<file path="src/design/psev_pkg.sv">
`default_nettype none
// ----------------------------------------------------------------------------
// psev_pkg
// Types, codes and helpers shared by the postfix stack evaluator.
// ----------------------------------------------------------------------------
package psev_pkg;

   localparam int STACK_DEPTH = 64;
   localparam int DATA_W      = 32;
   localparam int OP_W        = 4;
   localparam int COUNT_W     = 7;
   localparam int STATUS_W    = 2;

   // token codes
   localparam logic [OP_W-1:0] OP_PUSH   = 4'd0;
   localparam logic [OP_W-1:0] OP_ADD    = 4'd1;
   localparam logic [OP_W-1:0] OP_SUB    = 4'd2;
   localparam logic [OP_W-1:0] OP_MUL    = 4'd3;
   localparam logic [OP_W-1:0] OP_DIV    = 4'd4;
   localparam logic [OP_W-1:0] OP_NEG    = 4'd5;
   localparam logic [OP_W-1:0] OP_IF     = 4'd6;
   localparam logic [OP_W-1:0] OP_MIN    = 4'd7;
   localparam logic [OP_W-1:0] OP_MAX    = 4'd8;
   localparam logic [OP_W-1:0] OP_FINISH = 4'd9;

   // result status codes
   localparam logic [STATUS_W-1:0] ST_OK       = 2'd0;
   localparam logic [STATUS_W-1:0] ST_DIV_ZERO = 2'd1;
   localparam logic [STATUS_W-1:0] ST_OVERFLOW = 2'd2;
   localparam logic [STATUS_W-1:0] ST_IGNORED  = 2'd3;

   typedef struct packed {
      logic [OP_W-1:0]           op;
      logic signed [DATA_W-1:0]  number;
      logic [COUNT_W-1:0]        fold_count;
   } req_type;

   typedef struct packed {
      logic signed [DATA_W-1:0]  top_value;
      logic [COUNT_W-1:0]        entry_count;
      logic [STATUS_W-1:0]       status;
      logic                      finished;
   } rsp_type;

   typedef enum logic [2:0] {
      S_IDLE,
      S_READ,
      S_EXEC,
      S_DIV,
      S_WRITE,
      S_RESP
   } psev_state_type;

   // entries popped by a token; zero for tokens that pop nothing
   function automatic logic [COUNT_W-1:0] pop_count(input logic [OP_W-1:0] op,
                                                    input logic [COUNT_W-1:0] cnt);
      logic [COUNT_W-1:0] n;
      n = '0;
      unique case (op)
         OP_ADD, OP_SUB, OP_MUL, OP_DIV: n = COUNT_W'(2);
         OP_NEG:                         n = COUNT_W'(1);
         OP_IF:                          n = COUNT_W'(3);
         OP_MIN, OP_MAX:                 n = (cnt == '0) ? COUNT_W'(1) : cnt;
         default:                        n = '0;
      endcase
      return n;
   endfunction

endpackage
`default_nettype wire

</file>
<file path="src/design/psev_divider.sv">
`default_nettype none
// ----------------------------------------------------------------------------
// psev_divider
// Signed 32-bit divider, restoring, one quotient bit per cycle. Truncates
// toward zero; the divisor is never zero when started.
// ----------------------------------------------------------------------------
module psev_divider (
   input  wire logic                           clock,
   input  wire logic                           reset,
   input  wire logic                           start,
   input  wire logic [psev_pkg::DATA_W-1:0]    dividend,
   input  wire logic [psev_pkg::DATA_W-1:0]    divisor,
   output logic                                done,
   output logic [psev_pkg::DATA_W-1:0]         quotient
);

   localparam int W  = psev_pkg::DATA_W;
   localparam int CW = $clog2(W);

   logic          busy_ff, busy_in;
   logic          done_ff, done_in;
   logic [CW-1:0] cnt_ff, cnt_in;
   logic [W-1:0]  rem_ff, rem_in;
   logic [W-1:0]  quo_ff, quo_in;
   logic [W-1:0]  md_ff, md_in;
   logic          neg_ff, neg_in;
   logic [W:0]    trial;

   always_comb begin
      busy_in = busy_ff;
      done_in = 1'b0;
      cnt_in  = cnt_ff;
      rem_in  = rem_ff;
      quo_in  = quo_ff;
      md_in   = md_ff;
      neg_in  = neg_ff;
      trial   = {rem_ff, quo_ff[W-1]} - {1'b0, md_ff};
      if (start) begin
         busy_in = 1'b1;
         cnt_in  = '0;
         rem_in  = '0;
         quo_in  = dividend[W-1] ? (W'(0) - dividend) : dividend;
         md_in   = divisor[W-1] ? (W'(0) - divisor) : divisor;
         neg_in  = dividend[W-1] ^ divisor[W-1];
      end else if (busy_ff) begin
         if (!trial[W]) begin
            rem_in = trial[W-1:0];
            quo_in = {quo_ff[W-2:0], 1'b1};
         end else begin
            rem_in = {rem_ff[W-2:0], quo_ff[W-1]};
            quo_in = {quo_ff[W-2:0], 1'b0};
         end
         cnt_in = cnt_ff + CW'(1);
         if (cnt_ff == CW'(W-1)) begin
            busy_in = 1'b0;
            done_in = 1'b1;
         end
      end
   end

   always_ff @(posedge clock) begin
      if (reset) begin
         busy_ff <= 1'b0;
         done_ff <= 1'b0;
      end else begin
         busy_ff <= busy_in;
         done_ff <= done_in;
      end
      cnt_ff <= cnt_in;
      rem_ff <= rem_in;
      quo_ff <= quo_in;
      md_ff  <= md_in;
      neg_ff <= neg_in;
   end

   assign done     = done_ff;
   assign quotient = neg_ff ? (W'(0) - quo_ff) : quo_ff;

endmodule
`default_nettype wire

</file>
<file path="src/design/postfix_stack_evaluator_unit.sv">
`default_nettype none
// ----------------------------------------------------------------------------
// postfix_stack_evaluator_unit
// Evaluates decoded postfix tokens on a stack of 32-bit signed integers kept
// in a synchronous memory, with the top entry cached in a register.
// ----------------------------------------------------------------------------
//  channel | dir | payload             | handshake
//  req_    | in  | psev_pkg::req_type  | req_valid / req_stall (driven here)
//  rsp_    | out | psev_pkg::rsp_type  | rsp_valid / rsp_stall (from sink)
//
// Push, finish, unknown and ignored tokens go straight to the result stage.
// Tokens that pop n entries (2 arith, 1 negate, 3 if, fold count for min/max)
// pass read, execute and write, with one memory read per popped entry; divide
// also runs the bit-serial divider, and divide by zero skips it and the write.
// One request in flight; the result register lets the next request in while
// a result is stalled. Reset is synchronous and empties the stack.
// ----------------------------------------------------------------------------
module postfix_stack_evaluator_unit #(
   parameter int STACK_DEPTH = psev_pkg::STACK_DEPTH
) (
   input  wire logic               clock,
   input  wire logic               reset,
   input  wire logic               req_valid,
   output logic                    req_stall,
   input  wire psev_pkg::req_type  req_data,
   output logic                    rsp_valid,
   input  wire logic               rsp_stall,
   output psev_pkg::rsp_type       rsp_data
);

   localparam int W   = psev_pkg::DATA_W;
   localparam int AW  = $clog2(STACK_DEPTH);
   localparam int SPW = $clog2(STACK_DEPTH + 1);
   localparam int KW  = (SPW > 8) ? SPW : 8;
   localparam int NW  = psev_pkg::COUNT_W;

   psev_pkg::psev_state_type state_ff, state_in;

   logic [SPW-1:0]              sp_ff, sp_in;
   logic [W-1:0]                top_ff, top_in;
   logic                        err_ff, err_in;
   logic [psev_pkg::OP_W-1:0]   op_ff, op_in;
   logic [W-1:0]                x_ff, x_in;
   logic [W-1:0]                y_ff, y_in;
   logic [W-1:0]                c_ff, c_in;
   logic [W-1:0]                acc_ff, acc_in;
   logic [W-1:0]                newtop_ff, newtop_in;
   logic [W-1:0]                res_ff, res_in;
   logic [NW-1:0]               npop_ff, npop_in;
   logic [SPW-1:0]              sp_pop_ff, sp_pop_in;
   logic [7:0]                  iss_k_ff, iss_k_in;
   logic [7:0]                  rd_k_ff, rd_k_in;
   logic                        rd_live_ff, rd_live_in;
   logic                        rd_pend_ff, rd_pend_in;
   logic [psev_pkg::STATUS_W-1:0] status_ff, status_in;
   logic                        fin_ff, fin_in;
   logic                        rsp_valid_ff, rsp_valid_in;
   psev_pkg::rsp_type           rsp_data_ff, rsp_data_in;

   // stack memory
   logic [W-1:0]  mem [STACK_DEPTH];
   logic [W-1:0]  mem_q_ff;
   logic          mem_we, mem_re;
   logic [AW-1:0] mem_waddr, mem_raddr;
   logic [W-1:0]  mem_wdata;

   logic          div_start, div_done;
   logic [W-1:0]  div_quot;

   logic [NW-1:0] npop_req;
   logic [KW-1:0] npop_w, sp_w, rd_addr_w;
   logic [W-1:0]  rd_val;
   logic          iss_live;

   psev_divider u_div (
      .clock    (clock),
      .reset    (reset),
      .start    (div_start),
      .dividend (y_ff),
      .divisor  (x_ff),
      .done     (div_done),
      .quotient (div_quot)
   );

   always_comb begin
      state_in     = state_ff;
      sp_in        = sp_ff;
      top_in       = top_ff;
      err_in       = err_ff;
      op_in        = op_ff;
      x_in         = x_ff;
      y_in         = y_ff;
      c_in         = c_ff;
      acc_in       = acc_ff;
      newtop_in    = newtop_ff;
      res_in       = res_ff;
      npop_in      = npop_ff;
      sp_pop_in    = sp_pop_ff;
      iss_k_in     = iss_k_ff;
      rd_k_in      = rd_k_ff;
      rd_live_in   = rd_live_ff;
      rd_pend_in   = rd_pend_ff;
      status_in    = status_ff;
      fin_in       = fin_ff;
      rsp_valid_in = rsp_valid_ff & rsp_stall;
      rsp_data_in  = rsp_data_ff;
      mem_we       = 1'b0;
      mem_re       = 1'b0;
      mem_waddr    = '0;
      mem_raddr    = '0;
      mem_wdata    = '0;
      div_start    = 1'b0;

      npop_req  = psev_pkg::pop_count(req_data.op, req_data.fold_count);
      npop_w    = KW'(npop_req);
      sp_w      = KW'(sp_ff);
      // entry k below the top sits at sp - 1 - k
      rd_addr_w = sp_w - KW'(1) - KW'(iss_k_ff);
      iss_live  = KW'(iss_k_ff) < sp_w;
      rd_val    = rd_live_ff ? mem_q_ff : '0;

      unique case (state_ff)
         psev_pkg::S_IDLE: begin
            if (req_valid) begin
               op_in     = req_data.op;
               x_in      = top_ff;
               acc_in    = top_ff;
               fin_in    = 1'b0;
               status_in = psev_pkg::ST_OK;
               npop_in   = npop_req;
               sp_pop_in = (npop_w >= sp_w) ? '0 : SPW'(sp_w - npop_w);
               iss_k_in  = 8'd1;
               rd_pend_in = 1'b0;
               priority if (req_data.op == psev_pkg::OP_FINISH) begin
                  fin_in    = 1'b1;
                  status_in = err_ff ? psev_pkg::ST_DIV_ZERO : psev_pkg::ST_OK;
                  state_in  = psev_pkg::S_RESP;
               end else if (err_ff) begin
                  status_in = psev_pkg::ST_IGNORED;
                  state_in  = psev_pkg::S_RESP;
               end else if (req_data.op == psev_pkg::OP_PUSH) begin
                  if (sp_ff == SPW'(STACK_DEPTH)) begin
                     status_in = psev_pkg::ST_OVERFLOW;
                  end else begin
                     mem_we    = 1'b1;
                     mem_waddr = AW'(sp_ff);
                     mem_wdata = req_data.number;
                     sp_in     = sp_ff + SPW'(1);
                     top_in    = req_data.number;
                  end
                  state_in = psev_pkg::S_RESP;
               end else if (npop_req != '0) begin
                  state_in = psev_pkg::S_READ;
               end else begin
                  state_in = psev_pkg::S_RESP;
               end
            end
         end

         psev_pkg::S_READ: begin
            // one read issued per cycle; the last one fetches the new top
            if (iss_k_ff <= 8'(npop_ff)) begin
               mem_re     = iss_live;
               mem_raddr  = AW'(rd_addr_w);
               rd_k_in    = iss_k_ff;
               rd_live_in = iss_live;
               rd_pend_in = 1'b1;
               iss_k_in   = iss_k_ff + 8'd1;
            end else begin
               rd_pend_in = 1'b0;
            end
            if (rd_pend_ff) begin
               if (rd_k_ff == 8'(npop_ff)) begin
                  newtop_in  = rd_val;
                  rd_pend_in = 1'b0;
                  state_in   = psev_pkg::S_EXEC;
               end else begin
                  if (rd_k_ff == 8'd1) y_in = rd_val;
                  if (rd_k_ff == 8'd2) c_in = rd_val;
                  if (op_ff == psev_pkg::OP_MIN) begin
                     if ($signed(rd_val) < $signed(acc_ff)) acc_in = rd_val;
                  end else if (op_ff == psev_pkg::OP_MAX) begin
                     if ($signed(acc_ff) < $signed(rd_val)) acc_in = rd_val;
                  end
               end
            end
         end

         psev_pkg::S_EXEC: begin
            state_in = psev_pkg::S_WRITE;
            unique case (op_ff)
               psev_pkg::OP_ADD: res_in = y_ff + x_ff;
               psev_pkg::OP_SUB: res_in = y_ff - x_ff;
               psev_pkg::OP_MUL: res_in = W'(y_ff * x_ff);
               psev_pkg::OP_NEG: res_in = W'(0) - x_ff;
               psev_pkg::OP_IF:  res_in = ($signed(c_ff) > 0) ? y_ff : x_ff;
               psev_pkg::OP_MIN,
               psev_pkg::OP_MAX: res_in = acc_ff;
               psev_pkg::OP_DIV: begin
                  if (x_ff == '0) begin
                     sp_in     = sp_pop_ff;
                     top_in    = newtop_ff;
                     err_in    = 1'b1;
                     status_in = psev_pkg::ST_DIV_ZERO;
                     state_in  = psev_pkg::S_RESP;
                  end else begin
                     div_start = 1'b1;
                     state_in  = psev_pkg::S_DIV;
                  end
               end
               default: state_in = psev_pkg::S_RESP;
            endcase
         end

         psev_pkg::S_DIV: begin
            if (div_done) begin
               res_in   = div_quot;
               state_in = psev_pkg::S_WRITE;
            end
         end

         psev_pkg::S_WRITE: begin
            mem_we    = 1'b1;
            mem_waddr = AW'(sp_pop_ff);
            mem_wdata = res_ff;
            sp_in     = sp_pop_ff + SPW'(1);
            top_in    = res_ff;
            state_in  = psev_pkg::S_RESP;
         end

         psev_pkg::S_RESP: begin
            if (!rsp_valid_ff || !rsp_stall) begin
               rsp_valid_in            = 1'b1;
               rsp_data_in.status      = status_ff;
               rsp_data_in.finished    = fin_ff;
               if (fin_ff) begin
                  rsp_data_in.top_value   = err_ff ? '0 : top_ff;
                  rsp_data_in.entry_count = '0;
                  sp_in  = '0;
                  top_in = '0;
                  err_in = 1'b0;
               end else begin
                  rsp_data_in.top_value   = top_ff;
                  rsp_data_in.entry_count = NW'(sp_ff);
               end
               state_in = psev_pkg::S_IDLE;
            end
         end

         default: state_in = psev_pkg::S_IDLE;
      endcase
   end

   always_ff @(posedge clock) begin
      if (reset) begin
         state_ff     <= psev_pkg::S_IDLE;
         sp_ff        <= '0;
         top_ff       <= '0;
         err_ff       <= 1'b0;
         rd_pend_ff   <= 1'b0;
         rsp_valid_ff <= 1'b0;
      end else begin
         state_ff     <= state_in;
         sp_ff        <= sp_in;
         top_ff       <= top_in;
         err_ff       <= err_in;
         rd_pend_ff   <= rd_pend_in;
         rsp_valid_ff <= rsp_valid_in;
      end
      op_ff       <= op_in;
      x_ff        <= x_in;
      y_ff        <= y_in;
      c_ff        <= c_in;
      acc_ff      <= acc_in;
      newtop_ff   <= newtop_in;
      res_ff      <= res_in;
      npop_ff     <= npop_in;
      sp_pop_ff   <= sp_pop_in;
      iss_k_ff    <= iss_k_in;
      rd_k_ff     <= rd_k_in;
      rd_live_ff  <= rd_live_in;
      status_ff   <= status_in;
      fin_ff      <= fin_in;
      rsp_data_ff <= rsp_data_in;
   end

   always_ff @(posedge clock) begin
      if (mem_we) mem[mem_waddr] <= mem_wdata;
   end

   always_ff @(posedge clock) begin
      if (mem_re) mem_q_ff <= mem[mem_raddr];
   end

   assign req_stall = (state_ff != psev_pkg::S_IDLE);
   assign rsp_valid = rsp_valid_ff;
   assign rsp_data  = rsp_data_ff;

endmodule
`default_nettype wire

</file>
<file path="config.mk">
export PLATFORM = sky130hd
export DESIGN_NAME = postfix_stack_evaluator_unit
export DESIGN_NICKNAME = d
export VERILOG_FILES = /design/src/design/psev_pkg.sv /design/src/design/psev_divider.sv /design/src/design/postfix_stack_evaluator_unit.sv
export SDC_FILE = /design/constraint.sdc
export NUM_CORES = 2
export LEC_CHECK = 0
export BUFFER_PORTS_ARGS = -buffer_cell sky130_fd_sc_hd__buf_2
export CORE_MARGIN = 5
export CORE_UTILIZATION = 30
export DETAILED_ROUTE_END_ITERATION = 16
export PLACE_DENSITY = 0.52
export SYNTH_ARGS = -nofsm -noshare
export SYNTH_HDL_FRONTEND = slang
export SYNTH_SLANG_ARGS = --single-unit
</file>
<file path="constraint.sdc">
create_clock -name clock -period 10.4 [get_ports clock]
set_input_delay 0 -clock clock [delete_from_list [all_inputs] [get_ports clock]]
set_output_delay 0 -clock clock [all_outputs]
set_load 0.01 [all_outputs]
</file>
Word-level counts from Yosys, hierarchy flattened
Memory sizes are Yosys's and may differ from the RTL's. A register that Yosys moved wholly into a read port is not among the register bits.
Index checks and enable logic that the tools add are counted.
- register bits: 421
- word-level logic and storage cells: 248
- memories: 1
- RAM bits: 2048
- output and inout bits: 44
- memory list (name ; depth ; width ; read ports ; clocked after Yosys merged registers in ; wr ports ; RTL line ; source):
    mem ; 64 ; 32 ; 1 ; 1 ; 1 ; postfix_stack_evaluator_unit.sv:61 ; logic [W-1:0] mem [STACK_DEPTH];
- equal/unequal tests: 45
- bitwise logic cells: 4
- mux-type cells: 112
- add/subtract/negate cells: 13
- magnitude comparators: 6
- $mul: 1
- reductions and logical operators: 34
- operators by type and width (cell ; number):
    $mux 32 ; 30
    $pmux 32 s2 ; 3
    $pmux 32 s6 ; 1
    $pmux 32 s4 ; 1
    $sub 1x32->32 const A ; 3
    $mux 7 ; 10
    $lt 32x32->1 ; 2
    $pmux 7 s4 ; 2
    $mux 6 ; 7
    $mux 39 ; 1
    $sub 33x32->33 ; 1
    $add 32x32->32 ; 1
    $eq 4x3->1 const B ; 8
    $gt 32x1->1 const B ; 1
    $logic_not 32->1 ; 1
    $mul 32x32->32 ; 1
    $sub 32x32->32 ; 1
    $mux 31 ; 1
    $mux 3 ; 10
    $mux 1 ; 29
    $ne 2x2->1 const B ; 13
    $pmux 3 s6 ; 1
    $eq 4x2->1 const B ; 4
    $mux 8 ; 2
    other kinds (50) ; 81

Longest topological paths before layout
- depth after elaboration: 10
- mapped depth: 28
- depth with buffers taken out: 26

Modules after synthesis
A second synthesis with hierarchy kept.
- cell total of the unflattened synthesis: 9509
- area total of the unflattened synthesis: 120703.3 um^2
- modules (own cells, without submodules) (module ; area an instance (um^2) ; cells each ; instances):
    postfix_stack_evaluator_unit ; 113073.4 ; 8651 ; 1
    psev_divider ; 7629.8 ; 858 ; 1

Least setup slack after synthesis
OpenSTA, ideal clock, no wires.
- path kind: reg-to-reg
- start point: reg x_ff[5]
- end point: reg res_ff[30] (data pin)
- setup time: 0.270 ns
- setup slack: 2.878 ns
- arrival time: 7.251 ns
- buffers on the path: 3
- clock period less this slack: 7.522 ns
- stages on the path, launching flop included: 26
- cells stage by stage: edfxtp_1 -> clkbuf_1 -> clkbuf_1 -> clkbuf_1 -> and2_1 -> fa_1 -> fa_1 -> fa_1 -> inv_1 -> fa_1 -> inv_1 -> fa_1 -> inv_1 -> fa_1 -> inv_1 -> fa_1 -> fa_1 -> ha_1 -> and3_1 -> and4_1 -> a311oi_1 -> o21ai_0 -> a41oi_1 -> mux2i_1 -> and4b_1 -> a21oi_1
- cells in the longest elaborated chain, start to end: 3
- ends and longest elaborated chain (item ; RTL line ; source):
    start: declaration ; postfix_stack_evaluator_unit.sv:43 ; logic [W-1:0] x_ff, x_in;
    start signal: assignment ; postfix_stack_evaluator_unit.sv:271 ; x_ff <= x_in;
    $mul 32x32->32 (tied with other cells) ; postfix_stack_evaluator_unit.sv:194 ; psev_pkg::OP_MUL: res_in = W'(y_ff * x_ff);
    $pmux 32 s6 (*) ; postfix_stack_evaluator_unit.sv:191 ; unique case (op_ff)
    $pmux 32 s2 (*) ; postfix_stack_evaluator_unit.sv:122 ; unique case (state_ff)
    net res_in[30] ; postfix_stack_evaluator_unit.sv:48 ; logic [W-1:0] res_ff, res_in;
    end signal: assignment ; postfix_stack_evaluator_unit.sv:276 ; res_ff <= res_in;
    end: declaration ; postfix_stack_evaluator_unit.sv:48 ;
The timed path passes the listed nets; every way through them passes the cells marked *.
A chain may end at the register's enable or synchronous reset.

Worst setup path after layout
- start point: reg x_ff[12]
- end point: reg res_ff[30] (data pin)
The elaborated chain is that of the path after synthesis.

==> impl_metrics.py <==
metrics = {
    "run_status": {
        "status": "complete, no violations",
    },
    "finish": {
        "layout.cells.non_filler": 15534,
        "area_growth_pct": 14.4,
        "layout-drive-gt1-share": 0.107,
        "fill_cells": 39413,
        "nets": 10579,
        "postLayoutCoreUtil": 0.345,
    },
    "routing": {
        "wl_per_cell_um": 28.5,
        "routed_via_density": 5.44,
        "dr.pass1.iters": 6,
        "final_antenna_net_count": 0,
        "drc_errors": 0,
        "drt-total-wl_um": 443000,
        "drt_iter0_drc": 10035,
        "vias": 84477,
    },
    "worst_setup_path": {
        "end_kind": "flip-flop",
        "critPathKind": "reg2reg",
        "worstPathRequired_ns": 10.96,
        "startpoint_type": "flip-flop",
        "worstPathMaxFanout": 27,
        "arrival_ns": 8.91,
    },
    "yosys": {
        "synth.ff_latch_count": 2501,
        "async_reset_ff_frac": 0,
        "ys_seq_area_frac": 0.606,
        "synth.cell_area_um2": 123000,
        "synth_area_leaders": "edfxtp_1 59%, fa_1 6.7%, nand2_1 4.0%, ha_1 2.6%, o21ai_0 2.3%",
        "syn-num-nets": 10495,
        "synth_top_area_share": 0.592,
        "synth_ff_type": "edfxtp_1",
        "synthDistinctLibCells": 90,
        "yosys_warnings": 0,
        "yosys-top-cells-count": "2,417 x edfxtp_1, 1,308 x nand2_1, 563 x o21ai_0",
        "yosysTopAreaCell": "edfxtp_1",
        "post-synth-top-count-cell": "edfxtp_1",
        "avgSynthCellArea_um2": 12.5,
        "synth-edff-count": 2417,
        "syn_inst": 9784,
    },
    "timing": {
        "clock.fmax_mhz": 120,
        "holdWs_ns": 0.123,
        "finalCritPeriodShare": 0.803,
        "rsz0062_at_grt": "false",
        "fin_crit_ns": 8.35,
        "tightest_slew_ns": 1.43,
        "setup_viol": 0,
        "slew_violations": 0,
        "timing.slew.headroom": 0.0410,
        "finalHoldViolCount": 0,
        "finClkSkew_ns": 0.0898,
        "finalSetupTns_ns": 0,
    },
    "clock_network": {
        "cts_tree": "yes",
        "clock_path_buffers": 4,
        "htreeDepth": 5,
        "cts_root_buffer": "clkbuf_16",
        "clock_latency_ns": 0.93,
        "cts_buffers": 284,
        "cts.sinks": 2501,
        "path_clk_slew_ns": 0.07,
    },
    "grt": {
        "grt_pass1_wl_um": 627000,
        "antenna_found_initial": 39,
        "grt_pass1_vias": 83216,
        "grt-ovfl-total": 0,
        "grt_max_degree": 111,
        "track_usage": 0.203,
    },
    "floorplan": {
        "dieHeight_um": 649,
        "dieArea_um2": 421000,
        "start_util": 0.301,
        "top_level_ports": 91,
        "coreArea_um2": 407000,
        "die_w_um": 649,
        "row_count": 234,
    },
    "place": {
        "port-buffer-count": 90,
        "dp_cells": 14945,
        "place_congestion": 0.909,
        "hpwl_um": 275000,
    },
    "flow_run": {
        "drv_cap": 0,
    },
    "min_path": {
        "hp-class": "in2reg",
    },
}
[metrics by stage]
step                      cell area (um2)  setup slack, ns
after detailed placement           131000             2.12
final                              140000             2.05
after global routing               140000             1.74
after global placement             131000             2.07
after floorplan                    123000             2.88
after CTS                          140000             2.04
[final cells by class]
cell class	instances	area, um2	area share
antenna	22	55.1	0.000393
clock buffer	346	7490	0.0534
clock inverter	156	1450	0.0103
inverter	502	1890	0.0135
multi-input combinational	6131	44700	0.319
sequential	2501	74300	0.530
tap	5428	6790	0.0484
timing repair buffer	448	3510	0.0251
[logic make-up after synthesis]
family / Yosys count / synth area share
AO/OA/AOI/OAI: 2086 / 0.110
XOR/XNOR: 314 / 0.0224
adder cells (fa/ha/maj): 664 / 0.0930
buffers and inverters: 1152 / 0.0357
flip-flops: 2501 / 0.606
multiplexers: 296 / 0.0270
AND/OR/NAND/NOR: 2771 / 0.106
[sequential cells by signal (all words and copies together) (netlist names), 4 cells and up]
signal        count
mem            2048
rsp_data         42
acc_ff           32
c_ff             32
mem_q_ff         32
newtop_ff        32
res_ff           32
top_ff           32
u_div.md_ff      32
u_div.quo_ff     32
u_div.rem_ff     32
x_ff             32
y_ff             32
iss_k_ff          8
rd_k_ff           8
npop_ff           7
sp_ff             7
sp_pop_ff         7
u_div.cnt_ff      5
op_ff             4
[per-layer routing]
metal,share of wire,routed length [um],GRT usage
met2,0.46,205000,0.328
met5,0.00023,102,0
met4,0.047,20800,0.0849
met1,0.40,178000,0.266
met3,0.088,38900,0.0395
[critical path: stages, from the launching register on]
cell and delay, ns:
edfxtp_1 1.20, and2_1 0.27, fa_1 0.42, inv_1 0.08, fa_1 0.18, inv_1 0.05, fa_1 0.51, inv_1 0.06
fa_1 0.47, inv_1 0.06, fa_1 0.50, inv_1 0.05, fa_1 0.54, inv_1 0.05, fa_1 0.52, fa_1 0.43
ha_1 0.35, and3_1 0.23, and4_1 0.24, a311oi_1 0.69, o21ai_0 0.33, a41oi_1 0.34, mux2i_1 0.22, and4b_1 0.19
a21oi_1 0.04
[placed cells by master, fill, tap and decap left out, types with 188 or more instances in the layout]
cell / Yosys / layout
o21ai_0: 563 / 558
nor2_1: 308 / 236
clkbuf_16: 0 / 289
a21oi_1: 433 / 433
fa_1: 412 / 412
edfxtp_1: 2417 / 2417
nand2_1: 1308 / 1301
buf_4: 1 / 276
ha_1: 252 / 251
inv_1: 501 / 498
and2_1: 369 / 365
mux2i_1: 188 / 188
nand3_1: 284 / 281
[final timing paths]
| check | startpoint | endpoint | depth (start not counted) | slack, ns |
|---|---|---|---|---|
| min | req_data[39] | fin_ff | 3 | 0.12 |
| max | x_ff[12] | res_ff[30] | 24 | 2.05 |
| max reg2reg | x_ff[12] | res_ff[30] | 24 | 2.05 |
| min reg2reg | status_ff[0] | rsp_data[1] | 0 | 0.43 |
[repair_timing]
item,CTS,global route
resized for setup,0,0
buffers inserted,0,0
endpoints found under the hold margin,158,0
hold buffers,65,0
Power is left out: the tool's default activity adds up to more than one toggle a clock period on the data nets, which glitch-free logic cannot reach.
